<file path="src/sv/bsps_pkg.sv">
// ----------------------------------------------------------------------------
// bsps_pkg
// Shared widths, codes and control structs of the section path search block.
// ----------------------------------------------------------------------------
package bsps_pkg;

  localparam int SECTIONS_DEF      = 32;
  localparam int MAX_NEIGHBORS_DEF = 8;

  localparam int NODE_W  = 5;
  localparam int SLOT_W  = 3;
  localparam int TOTAL_W = 4;

  localparam logic FUNC_LOAD  = 1'b0;
  localparam logic FUNC_QUERY = 1'b1;

  typedef struct packed {
    logic load_wr;
    logic query_ld;
    logic init;
    logic pop;
    logic cur_ld;
    logic scan;
    logic trace_push;
    logic walk_ld;
    logic emit_rd;
    logic emit_out;
    logic nopath_out;
  } bsps_cmd_t;

  typedef struct packed {
    logic query_bad;
    logic frontier_more;
    logic cur_is_goal;
    logic scan_done;
    logic walk_done;
    logic emit_last;
    logic out_free;
  } bsps_stat_t;

endpackage

</file>
<file path="src/sv/bsps_if.sv">
// ----------------------------------------------------------------------------
// bsps_in_if / bsps_out_if
// Valid/ready channels for load and query beats and for path result beats.
// ----------------------------------------------------------------------------
interface bsps_in_if import bsps_pkg::*; ();
  logic               valid;
  logic               ready;
  logic               func;
  logic [NODE_W-1:0]  node_index;
  logic [SLOT_W-1:0]  slot_index;
  logic [NODE_W-1:0]  neighbor_node;
  logic [TOTAL_W-1:0] neighbor_total;
  logic [NODE_W-1:0]  start_node;
  logic [NODE_W-1:0]  goal_node;

  modport source (
    output valid, func, node_index, slot_index, neighbor_node, neighbor_total,
           start_node, goal_node,
    input  ready
  );
  modport sink (
    input  valid, func, node_index, slot_index, neighbor_node, neighbor_total,
           start_node, goal_node,
    output ready
  );
endinterface

interface bsps_out_if import bsps_pkg::*; ();
  logic              valid;
  logic              ready;
  logic [NODE_W-1:0] path_node;
  logic              found;
  logic              last;

  modport source (output valid, path_node, found, last, input ready);
  modport sink   (input valid, path_node, found, last, output ready);
endinterface

</file>
<file path="src/sv/bfs_section_path_search.sv">
// ----------------------------------------------------------------------------
// bfs_section_path_search
// Breadth-first shortest path over a loaded neighbor table.
// ----------------------------------------------------------------------------
// A load beat (func 0) writes one neighbor slot and the node's neighbor count
// and returns nothing. A query beat (func 1) searches from start_node,
// expanding neighbors in stored order, then returns the path from start_node
// to goal_node one node per beat, with last set on the final beat; an
// unreachable goal returns a single beat with found cleared. The neighbor
// scan reads one table entry per cycle through the single read port of the
// neighbor table and covers at most SECTIONS*MAX_NEIGHBORS entries per query.
// Only one beat is worked on at a time; the next beat is accepted while the
// final result still waits in the output register.
// ----------------------------------------------------------------------------
module bfs_section_path_search import bsps_pkg::*; #(
  parameter int SECTIONS      = SECTIONS_DEF,
  parameter int MAX_NEIGHBORS = MAX_NEIGHBORS_DEF
) (
  input  logic   clk,
  input  logic   rst_n,
  bsps_in_if.sink     in_if,
  bsps_out_if.source  out_if
);

  bsps_cmd_t  cmd;
  bsps_stat_t stat;
  logic       in_ready;

  assign in_if.ready = in_ready;

  bsps_ctrl u_ctrl (
    .clk      (clk),
    .rst_n    (rst_n),
    .in_valid (in_if.valid),
    .in_func  (in_if.func),
    .in_ready (in_ready),
    .cmd      (cmd),
    .stat     (stat)
  );

  bsps_dp #(
    .SECTIONS      (SECTIONS),
    .MAX_NEIGHBORS (MAX_NEIGHBORS)
  ) u_dp (
    .clk            (clk),
    .rst_n          (rst_n),
    .cmd            (cmd),
    .stat           (stat),
    .node_index     (in_if.node_index),
    .slot_index     (in_if.slot_index),
    .neighbor_node  (in_if.neighbor_node),
    .neighbor_total (in_if.neighbor_total),
    .start_node     (in_if.start_node),
    .goal_node      (in_if.goal_node),
    .out_valid      (out_if.valid),
    .out_ready      (out_if.ready),
    .out_path_node  (out_if.path_node),
    .out_found      (out_if.found),
    .out_last       (out_if.last)
  );

endmodule

</file>
<file path="src/sv/bsps_ctrl.sv">
// ----------------------------------------------------------------------------
// bsps_ctrl
// Sequencer: table loads, search, parent trace and path output.
// ----------------------------------------------------------------------------
module bsps_ctrl import bsps_pkg::*; (
  input  logic       clk,
  input  logic       rst_n,
  input  logic       in_valid,
  input  logic       in_func,
  output logic       in_ready,
  output bsps_cmd_t  cmd,
  input  bsps_stat_t stat
);

  typedef enum logic [9:0] {
    S_IDLE   = 10'b00_0000_0001,
    S_INIT   = 10'b00_0000_0010,
    S_POP    = 10'b00_0000_0100,
    S_CUR    = 10'b00_0000_1000,
    S_SCAN   = 10'b00_0001_0000,
    S_TPUSH  = 10'b00_0010_0000,
    S_TWAIT  = 10'b00_0100_0000,
    S_ERD    = 10'b00_1000_0000,
    S_EOUT   = 10'b01_0000_0000,
    S_NOPATH = 10'b10_0000_0000
  } state_t;

  state_t state_r, state_nxt;
  logic   accept;

  assign in_ready = (state_r == S_IDLE);
  assign accept   = in_valid && in_ready;

  always_comb begin
    state_nxt = state_r;
    cmd       = '0;
    unique case (state_r)
      S_IDLE: begin
        cmd.load_wr  = accept && (in_func == FUNC_LOAD);
        cmd.query_ld = accept && (in_func == FUNC_QUERY);
        if (cmd.query_ld) begin
          state_nxt = S_INIT;
        end
      end
      S_INIT: begin
        if (stat.query_bad) begin
          state_nxt = S_NOPATH;
        end else begin
          cmd.init  = 1'b1;
          state_nxt = S_POP;
        end
      end
      S_POP: begin
        if (stat.frontier_more) begin
          cmd.pop   = 1'b1;
          state_nxt = S_CUR;
        end else begin
          state_nxt = S_NOPATH;
        end
      end
      S_CUR: begin
        cmd.cur_ld = 1'b1;
        state_nxt  = stat.cur_is_goal ? S_TPUSH : S_SCAN;
      end
      S_SCAN: begin
        if (stat.scan_done) begin
          state_nxt = S_POP;
        end else begin
          cmd.scan = 1'b1;
        end
      end
      S_TPUSH: begin
        cmd.trace_push = 1'b1;
        state_nxt      = stat.walk_done ? S_ERD : S_TWAIT;
      end
      S_TWAIT: begin
        cmd.walk_ld = 1'b1;
        state_nxt   = S_TPUSH;
      end
      S_ERD: begin
        cmd.emit_rd = 1'b1;
        state_nxt   = S_EOUT;
      end
      S_EOUT: begin
        if (stat.out_free) begin
          cmd.emit_out = 1'b1;
          state_nxt    = stat.emit_last ? S_IDLE : S_ERD;
        end
      end
      S_NOPATH: begin
        if (stat.out_free) begin
          cmd.nopath_out = 1'b1;
          state_nxt      = S_IDLE;
        end
      end
      default: state_nxt = S_IDLE;
    endcase
  end

  always_ff @(posedge clk) begin
    if (!rst_n) begin
      state_r <= S_IDLE;
    end else begin
      state_r <= state_nxt;
    end
  end

endmodule

</file>
<file path="src/sv/bsps_dp.sv">
// ----------------------------------------------------------------------------
// bsps_dp
// Datapath: neighbor table, degree store, seen marks, frontier queue,
// parent store, route stack and the output register.
// ----------------------------------------------------------------------------
module bsps_dp import bsps_pkg::*; #(
  parameter int SECTIONS      = SECTIONS_DEF,
  parameter int MAX_NEIGHBORS = MAX_NEIGHBORS_DEF
) (
  input  logic               clk,
  input  logic               rst_n,
  input  bsps_cmd_t          cmd,
  output bsps_stat_t         stat,
  input  logic [NODE_W-1:0]  node_index,
  input  logic [SLOT_W-1:0]  slot_index,
  input  logic [NODE_W-1:0]  neighbor_node,
  input  logic [TOTAL_W-1:0] neighbor_total,
  input  logic [NODE_W-1:0]  start_node,
  input  logic [NODE_W-1:0]  goal_node,
  output logic               out_valid,
  input  logic               out_ready,
  output logic [NODE_W-1:0]  out_path_node,
  output logic               out_found,
  output logic               out_last
);

  localparam int NW     = $clog2(SECTIONS);
  localparam int CW     = $clog2(SECTIONS + 1);
  localparam int DW     = $clog2(MAX_NEIGHBORS + 1);
  localparam int ADEPTH = SECTIONS * MAX_NEIGHBORS;
  localparam int AW     = (ADEPTH > 2) ? $clog2(ADEPTH) : 1;
  localparam logic [SECTIONS-1:0] SEEN_ONE = SECTIONS'(1);

  // storage
  logic [NODE_W-1:0] adj_mem [ADEPTH];
  logic [DW-1:0]     deg_mem [SECTIONS];
  logic [NW-1:0]     fr_mem  [SECTIONS];
  logic [NW-1:0]     par_mem [SECTIONS];
  logic [NW-1:0]     stk_mem [SECTIONS];

  logic [SECTIONS-1:0] deg_vld_r;
  logic [SECTIONS-1:0] seen_r;

  logic [NODE_W-1:0] adj_rd_r;
  logic [DW-1:0]     deg_rd_r;
  logic              deg_vrd_r;
  logic [NW-1:0]     fr_rd_r;
  logic [NW-1:0]     par_rd_r;
  logic [NW-1:0]     stk_rd_r;

  logic [NODE_W-1:0] start_r, goal_r;
  logic [NW-1:0]     cur_r, walk_r;
  logic [DW-1:0]     n_r;
  logic [CW-1:0]     head_r, tail_r, depth_r, idx_r;

  logic              out_valid_r, out_found_r, out_last_r;
  logic [NODE_W-1:0] out_path_r;

  logic          load_ok, slot_ok;
  logic [AW-1:0] adj_waddr, adj_raddr;
  logic [DW-1:0] tot_sat, cnt;
  logic [NW-1:0] ld_idx, sidx, gidx, nb_idx;
  logic          nb_in, enq;
  logic [CW-1:0] idx_m1;

  assign load_ok   = int'(node_index) < SECTIONS;
  assign slot_ok   = int'(slot_index) < MAX_NEIGHBORS;
  assign adj_waddr = AW'(int'(node_index) * MAX_NEIGHBORS + int'(slot_index));
  assign tot_sat   = (int'(neighbor_total) > MAX_NEIGHBORS) ? DW'(MAX_NEIGHBORS)
                                                           : DW'(neighbor_total);
  assign ld_idx    = NW'(node_index);
  assign sidx      = NW'(start_r);
  assign gidx      = NW'(goal_r);

  assign adj_raddr = cmd.cur_ld ? AW'(int'(fr_rd_r) * MAX_NEIGHBORS)
                                : AW'(int'(cur_r) * MAX_NEIGHBORS + int'(n_r) + 1);

  assign cnt    = deg_vrd_r ? deg_rd_r : '0;
  assign nb_idx = NW'(adj_rd_r);
  assign nb_in  = int'(adj_rd_r) < SECTIONS;
  assign enq    = nb_in && !seen_r[nb_idx] && (int'(tail_r) < SECTIONS);
  assign idx_m1 = idx_r - CW'(1);

  assign stat.query_bad     = (int'(start_r) >= SECTIONS) || (int'(goal_r) >= SECTIONS);
  assign stat.frontier_more = head_r < tail_r;
  assign stat.cur_is_goal   = fr_rd_r == gidx;
  assign stat.scan_done     = n_r >= cnt;
  assign stat.walk_done     = (walk_r == sidx) || (int'(depth_r) + 1 == SECTIONS);
  assign stat.emit_last     = idx_r == CW'(1);
  assign stat.out_free      = !out_valid_r || out_ready;

  // memories
  always_ff @(posedge clk) begin
    if (cmd.load_wr && load_ok && slot_ok) begin
      adj_mem[adj_waddr] <= neighbor_node;
    end
    adj_rd_r <= adj_mem[adj_raddr];

    if (cmd.load_wr && load_ok) begin
      deg_mem[ld_idx] <= tot_sat;
    end
    if (cmd.cur_ld) begin
      deg_rd_r  <= deg_mem[fr_rd_r];
      deg_vrd_r <= deg_vld_r[fr_rd_r];
    end

    if (cmd.init) begin
      fr_mem[0]     <= sidx;
      par_mem[sidx] <= sidx;
    end else if (cmd.scan && enq) begin
      fr_mem[tail_r[NW-1:0]] <= nb_idx;
      par_mem[nb_idx]        <= cur_r;
    end
    if (cmd.pop) begin
      fr_rd_r <= fr_mem[head_r[NW-1:0]];
    end
    if (cmd.trace_push) begin
      par_rd_r                 <= par_mem[walk_r];
      stk_mem[depth_r[NW-1:0]] <= walk_r;
    end
    if (cmd.emit_rd) begin
      stk_rd_r <= stk_mem[idx_m1[NW-1:0]];
    end
  end

  // payload registers
  always_ff @(posedge clk) begin
    if (cmd.query_ld) begin
      start_r <= start_node;
      goal_r  <= goal_node;
    end
    if (cmd.cur_ld) begin
      cur_r  <= fr_rd_r;
      walk_r <= gidx;
    end else if (cmd.walk_ld) begin
      walk_r <= par_rd_r;
    end
    if (cmd.emit_out) begin
      out_path_r  <= NODE_W'(stk_rd_r);
      out_found_r <= 1'b1;
      out_last_r  <= stat.emit_last;
    end else if (cmd.nopath_out) begin
      out_path_r  <= '0;
      out_found_r <= 1'b0;
      out_last_r  <= 1'b1;
    end
  end

  // control registers
  always_ff @(posedge clk) begin
    if (!rst_n) begin
      deg_vld_r   <= '0;
      seen_r      <= '0;
      head_r      <= '0;
      tail_r      <= '0;
      n_r         <= '0;
      depth_r     <= '0;
      idx_r       <= '0;
      out_valid_r <= 1'b0;
    end else begin
      if (cmd.load_wr && load_ok) begin
        deg_vld_r[ld_idx] <= 1'b1;
      end

      if (cmd.init) begin
        seen_r <= SEEN_ONE << sidx;
        head_r <= '0;
        tail_r <= CW'(1);
      end else begin
        if (cmd.scan && enq) begin
          seen_r[nb_idx] <= 1'b1;
          tail_r         <= tail_r + CW'(1);
        end
        if (cmd.pop) begin
          head_r <= head_r + CW'(1);
        end
      end

      if (cmd.cur_ld) begin
        n_r     <= '0;
        depth_r <= '0;
      end else if (cmd.scan) begin
        n_r <= n_r + DW'(1);
      end else if (cmd.trace_push) begin
        depth_r <= depth_r + CW'(1);
      end

      if (cmd.trace_push) begin
        idx_r <= depth_r + CW'(1);
      end else if (cmd.emit_out) begin
        idx_r <= idx_m1;
      end

      if (cmd.emit_out || cmd.nopath_out) begin
        out_valid_r <= 1'b1;
      end else if (out_ready) begin
        out_valid_r <= 1'b0;
      end
    end
  end

  assign out_valid     = out_valid_r;
  assign out_path_node = out_path_r;
  assign out_found     = out_found_r;
  assign out_last      = out_last_r;

endmodule

</file>
<file path="src/flat_wrapper.sv">
// flat-port wrapper written by rule: the top's interface ports become plain ports
module bfs_section_path_search_flat import bsps_pkg::*;
#(
  parameter int SECTIONS      = SECTIONS_DEF,
  parameter int MAX_NEIGHBORS = MAX_NEIGHBORS_DEF
)
  (clk, rst_n, in_if_valid, in_if_func, in_if_node_index, in_if_slot_index, in_if_neighbor_node, in_if_neighbor_total, in_if_start_node, in_if_goal_node, in_if_ready, out_if_valid, out_if_path_node, out_if_found, out_if_last, out_if_ready);
  bsps_in_if in_if_i ();
  bsps_out_if out_if_i ();
  input  logic clk;
  input  logic rst_n;
  input wire logic [$bits(in_if_i.valid)-1:0] in_if_valid;
  input wire logic [$bits(in_if_i.func)-1:0] in_if_func;
  input wire logic [$bits(in_if_i.node_index)-1:0] in_if_node_index;
  input wire logic [$bits(in_if_i.slot_index)-1:0] in_if_slot_index;
  input wire logic [$bits(in_if_i.neighbor_node)-1:0] in_if_neighbor_node;
  input wire logic [$bits(in_if_i.neighbor_total)-1:0] in_if_neighbor_total;
  input wire logic [$bits(in_if_i.start_node)-1:0] in_if_start_node;
  input wire logic [$bits(in_if_i.goal_node)-1:0] in_if_goal_node;
  output wire logic [$bits(in_if_i.ready)-1:0] in_if_ready;
  output wire logic [$bits(out_if_i.valid)-1:0] out_if_valid;
  output wire logic [$bits(out_if_i.path_node)-1:0] out_if_path_node;
  output wire logic [$bits(out_if_i.found)-1:0] out_if_found;
  output wire logic [$bits(out_if_i.last)-1:0] out_if_last;
  input wire logic [$bits(out_if_i.ready)-1:0] out_if_ready;
  assign in_if_i.valid = in_if_valid;
  assign in_if_i.func = in_if_func;
  assign in_if_i.node_index = in_if_node_index;
  assign in_if_i.slot_index = in_if_slot_index;
  assign in_if_i.neighbor_node = in_if_neighbor_node;
  assign in_if_i.neighbor_total = in_if_neighbor_total;
  assign in_if_i.start_node = in_if_start_node;
  assign in_if_i.goal_node = in_if_goal_node;
  assign in_if_ready = in_if_i.ready;
  assign out_if_valid = out_if_i.valid;
  assign out_if_path_node = out_if_i.path_node;
  assign out_if_found = out_if_i.found;
  assign out_if_last = out_if_i.last;
  assign out_if_i.ready = out_if_ready;
  bfs_section_path_search #(.SECTIONS(SECTIONS), .MAX_NEIGHBORS(MAX_NEIGHBORS)) u_core (.clk(clk), .rst_n(rst_n), .in_if(in_if_i), .out_if(out_if_i));
endmodule
</file>
<file path="config.mk">
export PLATFORM = sky130hd
export DESIGN_NAME = bfs_section_path_search_flat
export DESIGN_NICKNAME = d
export VERILOG_FILES = /design/src/sv/bsps_pkg.sv /design/src/sv/bsps_if.sv /design/src/sv/bfs_section_path_search.sv /design/src/sv/bsps_ctrl.sv /design/src/sv/bsps_dp.sv /design/src/flat_wrapper.sv
export SDC_FILE = /design/constraint.sdc
export NUM_CORES = 2
export LEC_CHECK = 0
export BUFFER_PORTS_ARGS = -buffer_cell sky130_fd_sc_hd__buf_2
export CORE_UTILIZATION = 40
export CTS_CLUSTER_SIZE = 40
export DETAILED_ROUTE_END_ITERATION = 8
export PLACE_DENSITY_LB_ADDON = 0.1
export REMOVE_ABC_BUFFERS = 1
export SETUP_SLACK_MARGIN = 0.15
export SYNTH_ARGS = -nofsm -noshare
export SYNTH_HDL_FRONTEND = slang
export SYNTH_HIERARCHICAL = 1
export SYNTH_SLANG_ARGS = --single-unit
</file>
<file path="constraint.sdc">
create_clock -name clk -period 4.55 [get_ports clk]
set_input_delay 0.2275 -clock clk [delete_from_list [all_inputs] [get_ports clk]]
set_output_delay 0.2275 -clock clk [all_outputs]
set_load 0.005 [all_outputs]
</file>
==> metrics.md <==
| Metric | Value |
|---|---|
| Final core occ | 0.462 |
| Chip width | 457 um |
| Clock share of power | 0.456 |
| DP Area | 0.0872 mm2 |
| Num rows | between 150 and 200 |
| Skew-Pair Late Insertion Delay | just under 0.9 ns |
| CP top delay family | compound AO/OA/AOI/OAI gates |
| Reg clk slew, reported paths | about 0.060 ns |
| WL per Instance | just under 30 um |
| Cell area after synthesis | 0.0827 mm2 |
| Total gr overflow | 0 |
| Largest stage delay on the critical path | roughly 1.1 ns |
| FF+latch count, synth | just over 2k |
| CP bufs+invs | 3 |
| Relative slew slack | 0.190 |
| Vert. Die Dim | approximately 460 um |
| Pwr Total | 0.0388 W |
| Synth Warn # | 6 |
| Pleak | 29.5 nW |
| Total CTS buffers | 213 |
| Comb power frac | 0.014 |
| Sequential cell area fraction in the yosys report | 0.728 |
| Design area | 0.0946 mm2 |
| Post-synth EDFFs | 1,934 |
| Largest net degree at the start of global routing | 140 |
| Synth Flop Type | edfxtp_1 |
| Post-route ant nets | 0 |
| Placed insts | around 7.8k |
| Drt first pass iters | 6 |
| Fill count | approximately 18k |
| Crit Path Class | flip-flop to flip-flop |
| Setup bufs post-CTS | 0 |
| Initial drt markers | 4,873 |
| Commonest non-fill, non-tap cell in the layout | edfxtp_1 |
| FFs w/ async S/R, synth | 0 |
| CTS tree | done |
| Clock sink count | roughly 2k |
| Via density | between 5 and 6 |
| Routability cong. | between 0.8 and 0.9 |
| Fin crit period | 4.31 ns |
| Worst-Margin Slew | approximately 1.2 ns |
| Layout cell share with drive strength beyond 1 | 0.181 |
| Setup ws final | 0.245 ns |
| Synth cell types | 93 |
| Port Buffers | 40 |
| Die Area | 0.209 mm2 |
| CTS H-tree lvls | 4 |
| RSZ-0062 raised after global routing | yes |
| Final hold vios | 0 |
| Final setup vio count | 0 |
| # DRC | 0 |
| Via count | 48.3k |
| Synthesis-to-layout area growth | 14.4% |
| CP endpoint kind | flip-flop |
| Fin. max-slew vios | 0 |
| P per Cell Area | a little over 400 mW/mm2 |
| Non-filler cells, final | 8,217 |
| Highest Clock Rate | 232 MHz |
| IO Count | between 40 and 50 |
| Nature of the critical path startpoint | flip-flop |
| Initial antenna violation count | 13 |
| Post-DP HPWL | around 150,000 um |
| Worst hold path type | primary input to flip-flop |
| Initial Util | 0.404 |
| First-pass GRT wire length | between 300,000 and 400,000 um |
| Worst-path fanout max | 67 |
| CP max stage cell | a2111oi_0 |
| Most frequent cells in the layout | 1,934 x edfxtp_1, 464 x nor2_1, 464 x nand2_1 |
| WP data arrival | 5.12 ns |
| # Max-Cap Violations | 0 |
| Nets | approximately 5.4k |
| VDD IR max | roughly 0.46 mV |
| Switching share of power | 0.205 |
| Critical-path cell list | nor4_1, buf_4, and3_4, or2_4, buf_12, buf_12, o221ai_1, a21oi_1, a21oi_1, a2111oi_0, o311a_1, a211o_1 |
| Total GRT Usage | 0.229 |
| CTS max path bufs | 3 |
| Share of power burned in registers | 0.530 |
| Final critical-path share of the clock period | 0.946 |
| Synth Area per Inst | approximately 16 um2 |
| Dpl ws | between 0.2 and 0.3 ns |
| Final wirelength | about 240,000 um |
| Vias in the first global route | between 40k and 50k |
| Clk root buf | clkbuf_16 |
| Clock skew | 0.0329 ns |
| Status | finished, final reports clean |
| Synth Instances | between 5k and 6k |
| Placeable core area | ~0.2 mm2 |
| P_int | ~0.03 W |
| NetSw | 0.00795 W |
| Required @ worst endpoint | 5.36 ns |
[synthesized netlist by cell type, types with 6 or more instances]
cell type | n | share of area
clkbuf_1 | 168 | 0.0076
nand3_1 | 173 | 0.010
o31ai_1 | 7 | 0.00064
a221oi_1 | 17 | 0.0018
a311oi_1 | 18 | 0.0019
nor2_2 | 8 | 0.00061
mux2_2 | 62 | 0.0084
a2111oi_0 | 7 | 0.00074
o22ai_1 | 107 | 0.0081
mux4_2 | 253 | 0.069
buf_1 | 47 | 0.0021
o2bb2ai_1 | 7 | 0.00074
buf_6 | 9 | 0.0012
nand2b_1 | 20 | 0.0015
and3_1 | 37 | 0.0028
or3_1 | 11 | 0.00083
buf_4 | 24 | 0.0022
o211a_1 | 10 | 0.0012
inv_1 | 33 | 0.0015
a22oi_1 | 12 | 0.0011
a31oi_1 | 83 | 0.0063
a21boi_0 | 6 | 0.00054
xnor2_1 | 21 | 0.0022
xor2_1 | 23 | 0.0024
nor3_1 | 30 | 0.0018
a32oi_1 | 16 | 0.0017
edfxtp_1 | 1934 | 0.70
nor4_1 | 11 | 0.00083
o21ai_0 | 114 | 0.0069
nor2b_1 | 41 | 0.0031
o21a_1 | 40 | 0.0036
dfxtp_1 | 109 | 0.026
o221ai_1 | 161 | 0.017
a32o_1 | 8 | 0.00097
nand4_1 | 26 | 0.0020
mux2i_1 | 121 | 0.015
ha_1 | 19 | 0.0029
a211o_1 | 11 | 0.0012
a211oi_1 | 55 | 0.0050
o211ai_1 | 46 | 0.0042
a21oi_1 | 93 | 0.0056
nor2_1 | 484 | 0.022
nand2_1 | 466 | 0.021
buf_2 | 137 | 0.0083
and2_1 | 11 | 0.00083
[through the flow]
step	TNS, ns	hold slack, ns
after floorplan	-4898.45	0.304
after detailed placement	0	0.406
after CTS	0	0.00347
after global routing	0	0.0533
after global placement	0	0.406
final	0	0.0286
[logic make-up after synthesis]
group / count (synthesis) / share of synthesized area
adders and majority gates: 19 / 0.00287
DFF: 2043 / 0.728
buffers and inverters: 418 / 0.0229
AOI/OAI and AO/OA: 869 / 0.0751
muxes: 439 / 0.0929
xor gates and xnor gates: 46 / 0.00505
and+or+nand+nor: 1362 / 0.0726
other: 1 / 0.0000453
[final timing paths]
kind / start / to / slack, ns / cells after the start
max: u_core/u_ctrl/state_r[6] / u_core/u_dp/adj_rd_r[4] / 0.24 / 12
min: in_if_neighbor_node[0] / u_core/u_dp/adj_mem[24][0] / 0.03 / 1
max reg2reg: u_core/u_ctrl/state_r[6] / u_core/u_dp/adj_rd_r[4] / 0.24 / 12
min reg2reg: u_core/u_dp/out_found / u_core/u_dp/out_found / 0.46 / 1
[layout make-up]
| cell class | instances | area [um2] | share of cell area |
|---|---|---|---|
| timing repair buffer | 311 | 2940 | 0.0311 |
| tap | 2688 | 3360 | 0.0355 |
| sequential | 2043 | 60300 | 0.637 |
| antenna | 3 | 7.51 | 0.0000793 |
| multi-input combinational | 2736 | 20800 | 0.220 |
| clock inverter | 143 | 1490 | 0.0158 |
| inverter | 33 | 131 | 0.00139 |
| clock buffer | 260 | 5630 | 0.0595 |
[timing repair]
item / CTS / global route
endpoints found under the setup margin: 0 / 139
endpoints found under the hold margin: 224 / 0
resized for setup: 0 / 23
hold buffers: 24 / 0
[per-layer routing]
| layer | part of all wire | GRT usage | vias to the layer above |
|---|---|---|---|
| met5 | 0.000050 | 0 | - |
| met4 | 0.027 | 0.0670 | 2 |
| met1 | 0.45 | 0.337 | 25284 |
| met3 | 0.069 | 0.0379 | 359 |
| li1 | - | - | 20872 |
| met2 | 0.45 | 0.348 | 1789 |
[worst reg2reg max path, delay by kind of cell, from the launching register on]
family	cells	cell delay, ns
compound gates	6	2.20
buf+inv	3	0.65
flops	1	0.38
simple gates	3	1.02
[sequential cells by signal (all words and copies together) (netlist names), 4 cells and up]
| signal | cells |
|---|---|
| u_core/u_dp/seen_r | 32 |
| u_core/u_dp/adj_rd_r | 5 |
| u_core/u_dp/deg_vld_r | 32 |
| u_core/u_dp/walk_r | 5 |
| u_core/u_dp/par_mem | 160 |
| u_core/u_dp/cur_r | 5 |
| u_core/u_dp/adj_mem | 1280 |
| u_core/u_dp/gidx | 5 |
| u_core/u_dp/out_path_node | 5 |
| u_core/u_dp/n_r | 4 |
| u_core/u_ctrl/state_r | 10 |
| u_core/u_dp/sidx | 5 |
| u_core/u_dp/idx_r | 6 |
| u_core/u_dp/stk_mem | 160 |
| u_core/u_dp/par_rd_r | 5 |
| u_core/u_dp/tail_r | 6 |
| u_core/u_dp/fr_mem | 160 |
| u_core/u_dp/deg_rd_r | 4 |
| u_core/u_dp/depth_r | 6 |
| u_core/u_dp/deg_mem | 128 |
| u_core/u_dp/stk_rd_r | 5 |
| u_core/u_dp/fr_rd_r | 5 |
| u_core/u_dp/head_r | 6 |
[power groups by stage]
stage | clock network, W | logic, W | registers, W
global route | 0.0188 | 0.000580 | 0.0205
CTS | 0.0181 | 0.000546 | 0.0206
detailed placement | 0 | 0.000528 | 0.0210
global placement | 0 | 0.000521 | 0.0210
floorplan | 0 | 0.000112 | 0.0210
finish | 0.0177 | 0.000539 | 0.0206
Note: power is estimated with default switching activity, not from simulation.
